`config.mk`:
```
export PLATFORM = sky130hd
export DESIGN_NAME = internet_checksum_skip_len_flat
export DESIGN_NICKNAME = d
export VERILOG_FILES = /design/src/hdl/icsl_pkg.sv /design/src/hdl/icsl_if.sv /design/src/hdl/internet_checksum_skip_len.sv /design/src/hdl/icsl_lane.sv /design/src/hdl/icsl_merge.sv /design/src/hdl/icsl_out_fifo.sv /design/src/flat_wrapper.sv
export SDC_FILE = /design/constraint.sdc
export NUM_CORES = 1
export LEC_CHECK = 0
export BUFFER_PORTS_ARGS = -buffer_cell sky130_fd_sc_hd__buf_2
export CAP_MARGIN = 20
export CELL_PAD_IN_SITES_DETAIL_PLACEMENT = 1
export CELL_PAD_IN_SITES_GLOBAL_PLACEMENT = 1
export CORE_MARGIN = 8
export CORE_UTILIZATION = 44
export DETAILED_ROUTE_END_ITERATION = 10
export MAX_ROUTING_LAYER = met4
export PLACE_DENSITY = 0.77
export SLEW_MARGIN = 20
export SYNTH_ARGS = -nofsm -noshare
export SYNTH_HDL_FRONTEND = slang
export SYNTH_HIERARCHICAL = 1
export SYNTH_SLANG_ARGS = --single-unit
```
`constraint.sdc`:
```
create_clock -name clk -period 7.65 [get_ports clk]
set_clock_uncertainty 0.2 [all_clocks]
set_input_delay 0.3825 -clock clk [delete_from_list [all_inputs] [get_ports clk]]
set_output_delay 0.3825 -clock clk [all_outputs]
set_load 0.01 [all_outputs]
```
`src/hdl/icsl_pkg.sv`:
```
// Shared constants and types for the streaming Internet checksum block.
package icsl_pkg;

	localparam int BEAT_BYTES = 8;
	localparam int LEN_BITS   = 16;
	localparam int LANES      = (BEAT_BYTES < 8) ? BEAT_BYTES : 8;
	localparam int CNT_W      = $clog2(LANES + 1);
	localparam int SUM_W      = 16 + $clog2(LANES) + 1;
	localparam int FIFO_DEPTH = 4;
	localparam int PTR_W      = $clog2(FIFO_DEPTH);
	localparam int FCNT_W     = $clog2(FIFO_DEPTH + 1);

	localparam logic [7:0]  MAXUINT8  = 8'hFF;
	localparam logic [15:0] MAXUINT16 = 16'hFFFF;

	typedef logic [15:0] lane_word_t;
	typedef lane_word_t [LANES-1:0] lane_vec_t;

	typedef struct packed {
		logic valid;
		logic first;
		logic last;
	} tag_t;

endpackage

```
`src/hdl/icsl_if.sv`:
```
// Channel interfaces for packet beats and checksum results.
interface icsl_in_if;
	logic        valid;
	logic        ready;
	logic [63:0] data_word;
	logic [3:0]  data_bytes;
	logic        first_beat;
	logic        last_beat;
	logic [15:0] skip_count;
	logic [15:0] sum_length;

	modport source(output valid, data_word, data_bytes, first_beat, last_beat, skip_count,
		sum_length, input ready);
	modport sink(input valid, data_word, data_bytes, first_beat, last_beat, skip_count,
		sum_length, output ready);
endinterface

interface icsl_out_if;
	logic        valid;
	logic        ready;
	logic [15:0] checksum;

	modport source(output valid, checksum, input ready);
	modport sink(input valid, checksum, output ready);
endinterface

```
`src/hdl/internet_checksum_skip_len.sv`:
```
// Top level of the streaming Internet checksum with skip and length counts.
// The block takes one beat of up to eight bytes in every clock cycle while
// input ready is high, and gives one 16-bit checksum per packet. Before a
// checksum appears at the output, the byte lanes and skip and length counters
// are registered at the edge that takes its last beat, then the lane adder,
// and then the four-entry result queue is written. Input ready drops only
// when that queue together with results still in the pipeline holds four
// checksums.
module internet_checksum_skip_len import icsl_pkg::*; (
	input  logic       clk,
	input  logic       arst_n,
	icsl_in_if.sink    pkt,
	icsl_out_if.source csum
);

	logic [LEN_BITS-1:0] skip_q;
	logic [LEN_BITS-1:0] len_q;
	logic                odd_q;
	logic [LEN_BITS-1:0] skip_e;
	logic [LEN_BITS-1:0] len_e;
	logic                odd_e;
	logic [CNT_W-1:0]    n_bytes;
	logic [CNT_W-1:0]    n_skip;
	logic [CNT_W-1:0]    n_rem;
	logic [CNT_W-1:0]    n_sum;
	logic                accept;
	lane_vec_t           words;
	lane_vec_t           words_s1;
	tag_t                tag_s1;
	tag_t                tag_s2;
	logic                res_valid;
	logic [15:0]         res_csum;
	logic [FCNT_W-1:0]   fifo_count;
	logic [FCNT_W-1:0]   pending;

	assign accept = pkt.valid && pkt.ready;

	always_comb begin
		skip_e  = pkt.first_beat ? LEN_BITS'(pkt.skip_count) : skip_q;
		len_e   = pkt.first_beat ? LEN_BITS'(pkt.sum_length) : len_q;
		odd_e   = pkt.first_beat ? 1'b0 : odd_q;
		n_bytes = (pkt.data_bytes > 4'(LANES)) ? CNT_W'(LANES) : CNT_W'(pkt.data_bytes);
		n_skip  = (skip_e < LEN_BITS'(n_bytes)) ? skip_e[CNT_W-1:0] : n_bytes;
		n_rem   = n_bytes - n_skip;
		n_sum   = (len_e < LEN_BITS'(n_rem)) ? len_e[CNT_W-1:0] : n_rem;
	end

	always_ff @(posedge clk or negedge arst_n) begin
		if (!arst_n) begin
			skip_q <= '0;
			len_q  <= '0;
			odd_q  <= 1'b0;
		end else if (accept) begin
			skip_q <= skip_e - LEN_BITS'(n_skip);
			len_q  <= len_e - LEN_BITS'(n_sum);
			odd_q  <= odd_e ^ n_sum[0];
		end
	end

	for (genvar i = 0; i < LANES; i++) begin : g_lane
		icsl_lane u_lane (
			.lane_idx  (CNT_W'(i)),
			.lane_byte (pkt.data_word[8*i +: 8]),
			.n_skip    (n_skip),
			.n_sum     (n_sum),
			.odd_start (odd_e),
			.word      (words[i])
		);
	end

	always_ff @(posedge clk or negedge arst_n) begin
		if (!arst_n) begin
			tag_s1 <= '0;
		end else begin
			tag_s1.valid <= accept;
			tag_s1.first <= pkt.first_beat;
			tag_s1.last  <= pkt.last_beat;
		end
	end

	always_ff @(posedge clk) begin
		words_s1 <= words;
	end

	icsl_merge u_merge (
		.clk       (clk),
		.arst_n    (arst_n),
		.tag_s1    (tag_s1),
		.words_s1  (words_s1),
		.tag_s2    (tag_s2),
		.res_valid (res_valid),
		.res_csum  (res_csum)
	);

	icsl_out_fifo u_out_fifo (
		.clk       (clk),
		.arst_n    (arst_n),
		.push      (res_valid),
		.push_data (res_csum),
		.count     (fifo_count),
		.csum      (csum)
	);

	assign pending   = FCNT_W'(tag_s1.valid && tag_s1.last) + FCNT_W'(tag_s2.valid && tag_s2.last);
	assign pkt.ready = (fifo_count + pending) < FCNT_W'(FIFO_DEPTH);

endmodule

```
`src/hdl/icsl_lane.sv`:
```
// One byte lane: decides whether its byte is summed and places it in the word.
module icsl_lane import icsl_pkg::*; (
	input  logic [CNT_W-1:0] lane_idx,
	input  logic [7:0]       lane_byte,
	input  logic [CNT_W-1:0] n_skip,
	input  logic [CNT_W-1:0] n_sum,
	input  logic             odd_start,
	output lane_word_t       word
);

	logic [CNT_W-1:0] rel;
	logic             take;
	logic             odd;

	always_comb begin
		rel  = lane_idx - n_skip;
		take = (lane_idx >= n_skip) && (rel < n_sum);
		odd  = odd_start ^ rel[0];
		if (!take) begin
			word = '0;
		end else if (odd) begin
			word = {lane_byte & MAXUINT8, 8'h00};
		end else begin
			word = {8'h00, lane_byte & MAXUINT8};
		end
	end

endmodule

```
`src/hdl/icsl_merge.sv`:
```
// Merging stage: adds the lane words and folds them into the running sum.
module icsl_merge import icsl_pkg::*; (
	input  logic       clk,
	input  logic       arst_n,
	input  tag_t       tag_s1,
	input  lane_vec_t  words_s1,
	output tag_t       tag_s2,
	output logic       res_valid,
	output logic [15:0] res_csum
);

	logic [SUM_W-1:0] lane_sum;
	logic [SUM_W-1:0] sum_s2;
	logic [15:0]      acc_q;
	logic [SUM_W-1:0] total;
	logic [16:0]      fold1;
	logic [16:0]      fold2;

	always_comb begin
		lane_sum = '0;
		for (int i = 0; i < LANES; i++) begin
			lane_sum = lane_sum + SUM_W'(words_s1[i]);
		end
	end

	always_ff @(posedge clk or negedge arst_n) begin
		if (!arst_n) begin
			tag_s2 <= '0;
		end else begin
			tag_s2 <= tag_s1;
		end
	end

	always_ff @(posedge clk) begin
		sum_s2 <= lane_sum;
	end

	always_comb begin
		total = (tag_s2.first ? '0 : SUM_W'(acc_q)) + sum_s2;
		fold1 = 17'(total[15:0]) + 17'(total[SUM_W-1:16]);
		fold2 = 17'(fold1[15:0]) + 17'(fold1[16]);
	end

	always_ff @(posedge clk or negedge arst_n) begin
		if (!arst_n) begin
			acc_q <= '0;
		end else if (tag_s2.valid) begin
			acc_q <= fold2[15:0];
		end
	end

	assign res_valid = tag_s2.valid && tag_s2.last;
	assign res_csum  = (fold2[15:0] == MAXUINT16) ? MAXUINT16 : ~fold2[15:0];

endmodule

```
`src/hdl/icsl_out_fifo.sv`:
```
// Small result queue that decouples the checksum pipeline from the sink.
module icsl_out_fifo import icsl_pkg::*; (
	input  logic              clk,
	input  logic              arst_n,
	input  logic              push,
	input  logic [15:0]       push_data,
	output logic [FCNT_W-1:0] count,
	icsl_out_if.source        csum
);

	logic [15:0]      mem [FIFO_DEPTH];
	logic [PTR_W-1:0] wr_q;
	logic [PTR_W-1:0] rd_q;
	logic [FCNT_W-1:0] count_q;
	logic             pop;

	assign pop          = csum.valid && csum.ready;
	assign csum.valid    = (count_q != '0);
	assign csum.checksum = mem[rd_q];
	assign count         = count_q;

	always_ff @(posedge clk) begin
		if (push) begin
			mem[wr_q] <= push_data;
		end
	end

	always_ff @(posedge clk or negedge arst_n) begin
		if (!arst_n) begin
			wr_q    <= '0;
			rd_q    <= '0;
			count_q <= '0;
		end else begin
			if (push) begin
				wr_q <= wr_q + PTR_W'(1);
			end
			if (pop) begin
				rd_q <= rd_q + PTR_W'(1);
			end
			case ({push, pop})
				2'b10:   count_q <= count_q + FCNT_W'(1);
				2'b01:   count_q <= count_q - FCNT_W'(1);
				default: count_q <= count_q;
			endcase
		end
	end

endmodule
```
`src/flat_wrapper.sv`:
```
// flat-port wrapper written by rule: the top's interface ports become plain ports
module internet_checksum_skip_len_flat import icsl_pkg::*;
  (clk, arst_n, pkt_valid, pkt_data_word, pkt_data_bytes, pkt_first_beat, pkt_last_beat, pkt_skip_count, pkt_sum_length, pkt_ready, csum_valid, csum_checksum, csum_ready);
  icsl_in_if pkt_i ();
  icsl_out_if csum_i ();
  input  logic clk;
  input  logic arst_n;
  input wire logic [$bits(pkt_i.valid)-1:0] pkt_valid;
  input wire logic [$bits(pkt_i.data_word)-1:0] pkt_data_word;
  input wire logic [$bits(pkt_i.data_bytes)-1:0] pkt_data_bytes;
  input wire logic [$bits(pkt_i.first_beat)-1:0] pkt_first_beat;
  input wire logic [$bits(pkt_i.last_beat)-1:0] pkt_last_beat;
  input wire logic [$bits(pkt_i.skip_count)-1:0] pkt_skip_count;
  input wire logic [$bits(pkt_i.sum_length)-1:0] pkt_sum_length;
  output wire logic [$bits(pkt_i.ready)-1:0] pkt_ready;
  output wire logic [$bits(csum_i.valid)-1:0] csum_valid;
  output wire logic [$bits(csum_i.checksum)-1:0] csum_checksum;
  input wire logic [$bits(csum_i.ready)-1:0] csum_ready;
  assign pkt_i.valid = pkt_valid;
  assign pkt_i.data_word = pkt_data_word;
  assign pkt_i.data_bytes = pkt_data_bytes;
  assign pkt_i.first_beat = pkt_first_beat;
  assign pkt_i.last_beat = pkt_last_beat;
  assign pkt_i.skip_count = pkt_skip_count;
  assign pkt_i.sum_length = pkt_sum_length;
  assign pkt_ready = pkt_i.ready;
  assign csum_valid = csum_i.valid;
  assign csum_checksum = csum_i.checksum;
  assign csum_i.ready = csum_ready;
  internet_checksum_skip_len u_core (.clk(clk), .arst_n(arst_n), .pkt(pkt_i), .csum(csum_i));
endmodule
```
== Word level (Yosys, flattened, before mapping) ==
Memories as Yosys holds them, arrays and structs flattened.
Index checks and enable logic that the tools add are counted.

* Register bits: 210
* Latch bits: 0
* Bits in writable memories: 64
* Bits in read-only memories: 0
* Input bits: 106
* Output and inout port bits: 18
* Logic and storage cells: 140
* Memories: 1

* Add/sub/neg operators: 27
* Multipliers: 0
* Div/mod/pow operators: 0
* Order comparisons: 20
* Equal/unequal tests: 3
* Shift operators: 0
* Multiplexer cells: 11
* Bitwise gates (word level): 18
* Reduce and logical (&&, ||, !) cells: 30

{| class="wikitable"
|+ Memory list
! name !! depth !! width !! read ports !! clocked after Yosys merged registers in !! write ports !! line !! source
|-
| u_core.u_out_fifo.mem || 4 || 16 || 1 || 0 || 1 || icsl_out_fifo.sv:11 || <nowiki>logic [15:0] mem [FIFO_DEPTH];</nowiki>
|}

{| class="wikitable"
|+ Operator list
! kind !! number
|-
| two-way mux 16 bit || 4
|-
| adder 20 x 16 -> 20 bit || 3
|-
| < comparator 16 x 4 -> 1 bit || 2
|-
| < comparator 4 bit || 8
|-
| subtractor 16 x 4 -> 16 bit || 2
|-
| adder 16 x 20 -> 20 bit || 1
|-
| adder 19 x 16 -> 20 bit || 1
|-
| adder 18 x 16 -> 19 bit || 1
|-
| adder 17 x 16 -> 18 bit || 1
|-
| adder 16 x 16 -> 17 bit || 1
|-
| adder 16 x 4 -> 17 bit || 1
|-
| adder 16 x 1 -> 16 bit || 1
|-
| equality test 16 bit, second input constant || 1
|-
| greater-or-equal comparator 3 x 4 -> 1 bit, first input constant || 4
|-
| NOT 16 bit || 1
|-
| AND reduction 2 bit || 8
|-
| OR reduction 2 bit || 8
|-
| subtractor 3 x 4 -> 4 bit, first input constant || 4
|-
| logical AND 1 bit || 12
|-
| two-way mux 4 bit || 3
|-
| bitwise XOR 1 bit || 9
|-
| greater-or-equal comparator 1 x 4 -> 1 bit, first input constant || 2
|-
| greater-or-equal comparator 2 x 4 -> 1 bit, first input constant || 2
|-
| NOT 1 bit || 8
|-
| 16 further kinds || 21
|}

== Depth between registers and ports, before layout ==
Gate-level depths: netlist (run 1).

* Word-level depth: 11
* Mapped depth: 33
* Mapped depth without buffers: 31

== Cells and area by module ==
The synthesis (run 1) kept the hierarchy.

{| class="wikitable"
|+ Modules (own cells, without submodules)
! module !! instances !! cells each !! area an instance (um^2) !! seq. area each (um^2)
|-
| internet_checksum_skip_len || 1 || 567 || 6064.6 || 3463.3
|-
| icsl_merge || 1 || 569 || 5770.5 || 855.8
|-
| icsl_lane || 8 || 55 || 405.4 || 0.0
|-
| icsl_out_fifo || 1 || 120 || 2752.6 || 2097.0
|}

== Least setup slack after synthesis (run 1) ==
Ideal clock, no wire load.

* Kind: input to register
* Start: in pkt_first_beat
* End: reg u_core.len_q[14]
* Library setup time: 0.083 ns
* Arrival: 8.243 ns
* Data required time: 7.367 ns
* Slack: -0.875 ns
* Stages: 31
* Path buffers: 4
* Cells stage by stage: buf_4 -> buf_2 -> buf_2 -> mux2i_1 -> inv_1 -> ha_1 -> nor4b_1 -> a211oi_1 -> nor4_4 -> clkbuf_1 -> mux2i_1 -> ha_1 -> nor2_1 -> a21oi_1 -> nor2_1 -> a2111o_1 -> and2_1 -> ha_1 -> a2111oi_2 -> a21oi_1 -> a31oi_1 -> ha_1 -> inv_1 -> fa_1 -> a21o_1 -> a21o_1 -> nor4_1 -> nor2b_1 -> xor2_1 -> a22oi_1 -> o21ai_0

* Longest elaborated chain between the ends: 7
* Elaborated cells on any way between the ends: 8
* Classes of those cells: add/sub (2); order compare (2); mux (4)

{| class="wikitable"
|+ RTL lines
! what !! line !! source
|-
| from (decl) || flat_wrapper.sv:11 || <nowiki>input wire logic [$bits(pkt_i.first_beat)-1:0] pkt_first_beat;</nowiki>
|-
| two-way mux 16 bit (*) || internet_checksum_skip_len.sv:39 || <nowiki>skip_e = pkt.first_beat ? LEN_BITS'(pkt.skip_count) : skip_q;</nowiki>
|-
| < comparator 16 x 4 -> 1 bit || internet_checksum_skip_len.sv:43 || <nowiki>n_skip = (skip_e < LEN_BITS'(n_bytes)) ? skip_e[CNT_W-1:0] : n_bytes;</nowiki>
|-
| two-way mux 4 bit (*) || internet_checksum_skip_len.sv:43 ||
|-
| via u_core.n_skip[0] || internet_checksum_skip_len.sv:23 || <nowiki>logic [CNT_W-1:0] n_skip;</nowiki>
|-
| subtractor 4 bit (*) || internet_checksum_skip_len.sv:44 || <nowiki>n_rem = n_bytes - n_skip;</nowiki>
|-
| < comparator 16 x 4 -> 1 bit || internet_checksum_skip_len.sv:45 || <nowiki>n_sum = (len_e < LEN_BITS'(n_rem)) ? len_e[CNT_W-1:0] : n_rem;</nowiki>
|-
| two-way mux 4 bit (*) || internet_checksum_skip_len.sv:45 ||
|-
| via u_core.n_sum[0] || internet_checksum_skip_len.sv:25 || <nowiki>logic [CNT_W-1:0] n_sum;</nowiki>
|-
| subtractor 16 x 4 -> 16 bit (*) || internet_checksum_skip_len.sv:55 || <nowiki>len_q <= len_e - LEN_BITS'(n_sum);</nowiki>
|-
| to (signal assigned) || internet_checksum_skip_len.sv:55 ||
|-
| to (decl) || internet_checksum_skip_len.sv:17 || <nowiki>logic [LEN_BITS-1:0] len_q;</nowiki>
|}

The timed path passes the listed nets; every way through them passes the cells marked *.
A chain may end at the register's enable or synchronous reset.

== Final worst setup path (run 1) ==
* Start: reg u_core.skip_q[2]
* End: reg u_core.len_q[11]

* Longest elaborated chain between the ends: 7

{| class="wikitable"
|+ RTL lines
! what !! line !! source
|-
| from (decl) || internet_checksum_skip_len.sv:16 || <nowiki>logic [LEN_BITS-1:0] skip_q;</nowiki>
|-
| from (signal assigned) || internet_checksum_skip_len.sv:54 || <nowiki>skip_q <= skip_e - LEN_BITS'(n_skip);</nowiki>
|-
| two-way mux 16 bit (*) || internet_checksum_skip_len.sv:39 ||
|-
| < comparator 16 x 4 -> 1 bit (*) || internet_checksum_skip_len.sv:43 ||
|-
| two-way mux 4 bit (*) || internet_checksum_skip_len.sv:43 ||
|-
| via u_core.n_skip[0] || internet_checksum_skip_len.sv:23 ||
|-
| subtractor 4 bit (*) || internet_checksum_skip_len.sv:44 ||
|-
| < comparator 16 x 4 -> 1 bit || internet_checksum_skip_len.sv:45 ||
|-
| two-way mux 4 bit (*) || internet_checksum_skip_len.sv:45 ||
|-
| subtractor 16 x 4 -> 16 bit (*) || internet_checksum_skip_len.sv:55 ||
|}

Marks and branches as above.

==> flow_summary.toml, run 1 <==
[layout]
n_antenna_cell = 0
area_growth_pct = 17.8
final_net_count = 2267
fillers = 4353
ff_latch_area_sq_mm = 0.00642
drive_gt1_frac = 0.168
multi_input_area_sq_mm = 0.0106

[die]
ios = 124
die_w_um = 217
start_util = 0.447
core_sq_mm = 0.0399
die_h_um = 217
placementRows = 73
die_area_sq_mm = 0.0472

[timing]
finalWorstSetupSlack_ns = 0.580
hold_viol_final = 0
finalCriticalPeriod_ns = 7.07
drv_slew = 0
finalSetupViolCount = 0
tightest_slew_ns = 1.02
period_share = 0.924
rsz0062_at_grt = "false"
fmax_mhz = 141
timing.setup.tns_ns = 0
slew_headroom = 0.317

[clock_tree]
cts_tree = "built"
path_clk_slew_ns = 0.06
clk_root_buffer_cell = "clkbuf_16"
cts_sinks = 273
cts-buffers-inserted = 34
cts.path.max_buffers = 3
h-tree-depth = 2
clock_latency_ns = 0.55

[worst_hold_path]
min_path_cells = 3
worstHoldStart = "pkt_skip_count[8]"
min_to = "u_core/skip_q[8]"
hp-class = "primary input to register"

[synthesis]
synth_xor_area_frac = 0.0542
synth.distinct_cells = 102
synthCells = 1696
synthAdderAreaFrac = 0.203
synth_edf_count = 64
synthSimpleGateAreaFrac = 0.153
yosysSeqAreaShare = 0.360
async_reset_ff_frac = 0.227
synth_top_flop_cell = "dfxtp_1"
synth_top_family_by_area = "adder cells"
synthMuxAreaShare = 0.0466
synth_top_area_frac = 0.165
synth_area_leaders = "dfxtp_1, fa_1, edfxtp_1"
synth.avg_cell_area_sq_um = 10.5
yosys_warnings = 6
synth.ff_latch_count = 273
post_synth_instance_area_sq_mm = 0.0178
yosysTopAreaCell = "dfxtp_1"
synth_compound_area_frac = 0.125

[detailed_routing]
vias = 14000
routed_via_density = 5.61
wl_per_cell_um = 21.9
dr.pass1.iters = 5
antenna_left = 0
drc = 0
drt_iter0_markers = 769
drt_wl_total_um = 54500

[global_routing]
antenna_found_initial = 0
grt.total_usage = 0.238
grt_pass1_wl_um = 86100
grt_max_degree = 63
first_global_vias = 15400
grt.overflow.total = 0

[flow_run]
cap_viol_max_count = 0

[worst_setup_path]
slowest_stage = "or4_4"
worstReg2RegEnd = "u_core/len_q[11]"
rrSetupSlack_ns = 0.58
reg2regPathDepth = 25
end_kind = "register"
required_ns = 7.91
worstSetupStartpointType = "register"
path_buf_inv = 1
path_depth = 25
slowest_delay_ns = 0.66
cp.arrival_ns = 7.33
cpLargestDelayFamily = "simple AND/OR/NAND/NOR gates"
r2r-start = "u_core/skip_q[2]"
path_common_cell = "ha_1"
crit_path_max_fanout = 14
critPathKind = "register to register"

[place]
port_buffers = 123
gp_congestion = 0.879
hpwl_um = 40000
dp_slack_ns = -0.0599

[power_and_ir_drop]
irDropWorstVdd_v = 0.000181
p_leak_nw = 8.88
p_per_area_mw_per_mm2 = 339

[outcome]
status = "complete, no violations"
cell usage after synthesis, drive strengths merged (33+ instances only):
| cell | number |
|---|---|
| xor2 | 45 |
| nand2 | 141 |
| dfxtp | 147 |
| edfxtp | 64 |
| fa | 107 |
| nor3 | 33 |
| nor4 | 139 |
| inv | 187 |
| dfrtp | 62 |
| nor2 | 68 |
| o21ai | 60 |
| ha | 118 |
| xnor2 | 58 |
| a21oi | 64 |
layout by cell type, fill, tap and decap left out, types with 9 or more instances in the layout:
cell type and n:
inv_1 187, dfxtp_1 147, nand2_1 139, nor4_1 136, buf_2 123, ha_1 118
fa_1 107, dlygate4sd3_1 69, nor2_1 67, edfxtp_1 64, dfrtp_1 62, a21oi_1 56
xnor2_1 55, xor2_1 44, o21ai_0 42, conb_1 40, clkbuf_16 35, nor3_1 31
nor2b_1 28, buf_4 21, a21o_1 20, mux2_2 18, mux2i_1 17, a31oi_1 16
or3_1 15, nand3_1 14, o21ai_2 13, and2_1 12, a211oi_1 10, nand2b_1 9
worst register-to-register path: stages (launching register included):
cell	delay, ns
dfrtp_1	0.40
mux2i_2	0.29
inv_1	0.13
ha_1	0.25
nor4b_1	0.30
a211oi_1	0.21
nor4_4	0.30
mux2i_4	0.29
ha_1	0.20
nor2_1	0.07
a21oi_1	0.14
nor2_1	0.07
a2111o_1	0.42
and2_1	0.19
ha_1	0.22
a2111oi_4	0.50
nand2_2	0.20
mux2i_2	0.32
ha_1	0.27
nor2b_1	0.12
o21ai_0	0.25
a21boi_1	0.22
or4_4	0.66
or3_1	0.40
a31o_2	0.24
a21oi_1	0.13
metrics by stage:
step / utilization / instance area [sq um] / total power [W] / cells / hold WS (ns)
3_3_place_gp: 0.478 / 19100 / 0.00520 / 2351 / 0.157
2_1_floorplan: - / 18000 / 0.00445 / 1734 / -0.113
6_report: 0.526 / 21000 / 0.00713 / 2486 / 0.0346
4_1_cts: 0.524 / 20900 / 0.00711 / 2481 / 0.0115
3_5_place_dp: 0.478 / 19100 / 0.00538 / 2351 / 0.157
5_1_grt: 0.526 / 21000 / 0.00758 / 2486 / 0.0668
routing by layer:
metal | share of wire | track usage
met1 | 0.43 | 0.285
met2 | 0.49 | 0.403
met3 | 0.042 | 0.0359
met4 | 0.035 | 0.0875
met5 | 0 | -
flip-flops by register name (all words and copies together) (netlist names):
register                 cells
u_core/u_out_fifo/count      3
u_core/odd_q                 1
u_core/u_merge/sum_s2       19
u_core/words_s1            128
u_core/u_out_fifo/rd_q       2
u_core/tag_s1                3
u_core/u_merge/acc_q        16
u_core/u_out_fifo/wr_q       2
u_core/u_merge/tag_s2        3
u_core/u_out_fifo/mem       64
u_core/len_q                16
u_core/skip_q               16
final cells by class:
class / instances / share of cell area
clock buffer: 43 / 0.0450
tap: 525 / 0.0313
inverter: 188 / 0.0336
multi-input combinational: 1226 / 0.506
sequential: 273 / 0.305
timing repair buffer: 213 / 0.0697
clock inverter: 18 / 0.00911
worst max path at each step:
stage                                   from                            to  slack (ns)
finish                      u_core/skip_q[2]              u_core/len_q[11]        0.58
floorplan                     pkt_first_beat              u_core/len_q[15]        0.07
detailed placement            pkt_first_beat              u_core/len_q[11]       -0.06
global placement              pkt_first_beat              u_core/len_q[13]        0.27
global route         u_core/u_merge/acc_q[0]  u_core/u_out_fifo/mem[1][10]        0.03
CTS                 u_core/u_merge/tag_s2[1]   u_core/u_out_fifo/mem[1][0]        0.03
kinds of logic (layout without fill, tap and decap cells):
group | count (synthesis) | in the layout
AND/OR/NAND/NOR | 506 | 506
AO/OA/AOI/OAI | 294 | 294
flip-flops | 273 | 273
buffers and inverters | 235 | 462
adder cells (fa/ha/maj) | 225 | 225
XOR/XNOR | 104 | 104
multiplexers | 57 | 57
other | 2 | 40
report_power, final:
| group | leakage (nW) | total, W | internal (W) | switching (W) |
|---|---|---|---|---|
| Sequential | 2.50 | 0.00217 | 0.00191 | 0.000261 |
| Combinational | 5.83 | 0.00331 | 0.00131 | 0.00200 |
| Clock | 0.550 | 0.00165 | 0.000985 | 0.000665 |
what timing repair did:
action | CTS | global route
resized for setup | 0 | 21
hold endpoints to repair | 194 | 0
setup endpoints to repair | 0 | 69
hold buffers | 69 | 0
setup buffers | 0 | 5
Note: power is estimated with default switching activity, not from simulation.
==> inputs of run 2 (changes only) <==
--- a/config.mk
+++ b/config.mk
@@ -5,15 +5,15 @@
 export SDC_FILE = /design/constraint.sdc
 export NUM_CORES = 1
 export LEC_CHECK = 0
-export BUFFER_PORTS_ARGS = -buffer_cell sky130_fd_sc_hd__buf_2
 export CAP_MARGIN = 20
 export CELL_PAD_IN_SITES_DETAIL_PLACEMENT = 1
 export CELL_PAD_IN_SITES_GLOBAL_PLACEMENT = 1
 export CORE_MARGIN = 8
-export CORE_UTILIZATION = 44
+export CORE_UTILIZATION = 47
 export DETAILED_ROUTE_END_ITERATION = 10
+export DONT_BUFFER_PORTS = 1
 export MAX_ROUTING_LAYER = met4
-export PLACE_DENSITY = 0.77
+export PLACE_DENSITY = 0.78
 export SLEW_MARGIN = 20
 export SYNTH_ARGS = -nofsm -noshare
 export SYNTH_HDL_FRONTEND = slang
==> run 2 against run 1 <==
Effect of this change: non-clock buffer count decreased by 92; hold slack got worse by 0.0037 ns; wire length increased by 1.1%; via count fell by 0.70%; register-to-register slack lost 0.05 ns; largest power group unchanged; setup slack worse by 0.046 ns; count of clock-buffer cells in the layout is 6 lower; sequential share of layout area rose by 0.57 points; combinational power decreased by 2%; global-route usage is 1.5 points higher.
==> flow_summary.toml, run 2 (synthesis gave the netlist of run 1 again) <==
[power_and_ir_drop]
p_leak_nw = 8.51
power.switching_w = 0.00287
p_clk_frac = 0.224
power_frac_seq = 0.310
switching_share = 0.411
irDropWorstVdd_v = 0.000182
p_comb_frac = 0.466
p_per_area_mw_per_mm2 = 339
p_int_w = 0.00412

[clock_tree]
cts_sinks = 273
path_clk_slew_ns = 0.06
clk_root_buffer_cell = "clkbuf_16"
clock_latency_ns = 0.58
cts-buffers-inserted = 31
h-tree-depth = 1
cts_tree = "built"
cts.path.max_buffers = 3

[worst_setup_path]
worstSetupStartpointType = "register"
required_ns = 7.93
crit_path_max_fanout = 14
critPathKind = "register to register"
cp.arrival_ns = 7.40
end_kind = "register"

[die]
core_sq_mm = 0.0375
start_util = 0.476
placementRows = 71
die_area_sq_mm = 0.0444
die_h_um = 211
die_w_um = 211
ios = 124

[worst_hold_path]
hp-class = "primary input to register"

[global_routing]
grt_max_degree = 63
grt.overflow.total = 0
antenna_found_initial = 3
grt_pass1_wl_um = 86400
first_global_vias = 15200
grt.total_usage = 0.253

[place]
place_inst = 2214
gp_congestion = 0.967
dpl_cell_area_sq_mm = 0.0184
port_buffers = 0
hpwl_um = 38800

[layout]
regMostFlops = "u_core/words_s1"
top_regs = "u_core/words_s1 (128), u_core/u_out_fifo/mem (64), u_core/u_merge/sum_s2 (19)"
drive_gt1_frac = 0.106
final_area_sq_mm = 0.0206
fin_cells = 2380
final_net_count = 2172
layout_commonest_cell = "inv_1"
area_growth_pct = 15.7
layout_common_cells = "inv_1, dfxtp_1, nand2_1"
largest_reg_flops = 128

[timing]
timing.setup.tns_ns = 0
hold_viol_final = 0
period_share = 0.930
finalSetupViolCount = 0
holdWs_ns = 0.0309
drv_slew = 0
slew_headroom = 0.309
tightest_slew_ns = 1.04
fmax_mhz = 141
finalCriticalPeriod_ns = 7.12

[flow_run]
cap_viol_max_count = 0

[detailed_routing]
dr.pass1.iters = 4
drt_iter0_markers = 854
routed_via_density = 5.82
drt_wl_total_um = 55100
vias = 13900
antenna_left = 0
drc = 0
wl_per_cell_um = 23.2

[outcome]
status = "complete, no violations"
[run 2: layer usage]
metal	part of all wire	global-route usage	vias to the layer above
li1	-	-	6278
met1	0.41	0.296	6975
met2	0.50	0.433	471
met3	0.054	0.0395	129
met4	0.041	0.102	0
met5	0	-	-
[run 2: metrics by stage]
stage,utilization,total power [W],setup WS [ns]
final,0.550,0.00699,0.534
after global routing,0.550,0.00742,-0.0463
after CTS,0.547,0.00696,0.173
after global placement,0.492,0.00511,0.510
after detailed placement,0.492,0.00529,0.219
after floorplan,-,0.00445,0.0696
[run 2: final timing paths]
kind | startpoint | end | slack (ns) | cells past startpoint
setup / recovery | u_core/skip_q[2] | u_core/len_q[11] | 0.53 | 26
hold / removal | pkt_skip_count[4] | u_core/skip_q[4] | 0.03 | 4
setup reg to reg | u_core/skip_q[2] | u_core/len_q[11] | 0.53 | 26
hold reg to reg | u_core/tag_s1[1] | u_core/u_merge/tag_s2[1] | 0.15 | 0
max in group asynchronous | arst_n | u_core/u_merge/acc_q[10] | 6.78 | 2
min in group asynchronous | arst_n | u_core/skip_q[11] | 0.16 | 2
[run 2: cell type report]
type	instances	area (sq um)
flip-flops and latches	273	6420
diodes	3	7.51
clock buffers	37	818
multi-input cells	1226	10600
fillers	4051	16900
clock inverters	21	253
repair buffers	121	1180
well taps	511	639
inverters	188	706
[run 2: what timing repair did]
item | CTS | global route
setup endpoints to repair | 0 | 68
resized for setup | 0 | 12
hold buffers | 98 | 0
buffers inserted | 0 | 7
hold endpoints to repair | 219 | 0
[run 2: power by group through the flow]
stage / clock network [W] / logic (W) / registers [W]
CTS: 0.00160 / 0.00320 / 0.00216
floorplan: 0 / 0.00239 / 0.00206
detailed placement: 0 / 0.00311 / 0.00218
global route: 0.00165 / 0.00356 / 0.00221
finish: 0.00157 / 0.00325 / 0.00217
global placement: 0 / 0.00294 / 0.00217
[run 2: critical path, cell delays in order, from the launching register on]
cell and delay (ns):
dfrtp_1 0.37, mux2i_1 0.31, inv_1 0.15, ha_1 0.26, nor4b_1 0.30, a211oi_1 0.20
nor4_4 0.29, mux2i_4 0.30, ha_1 0.22, nor2_1 0.08, a21oi_1 0.13, nor2_1 0.07
a2111o_1 0.42, and2_1 0.18, ha_1 0.23, a2111oi_4 0.49, nand2_2 0.21, mux2i_2 0.33
ha_1 0.29, nor2b_1 0.13, o21ai_0 0.18, a21boi_0 0.12, buf_4 0.17, or4_4 0.62
or3_1 0.40, a31o_2 0.24, a21oi_1 0.15
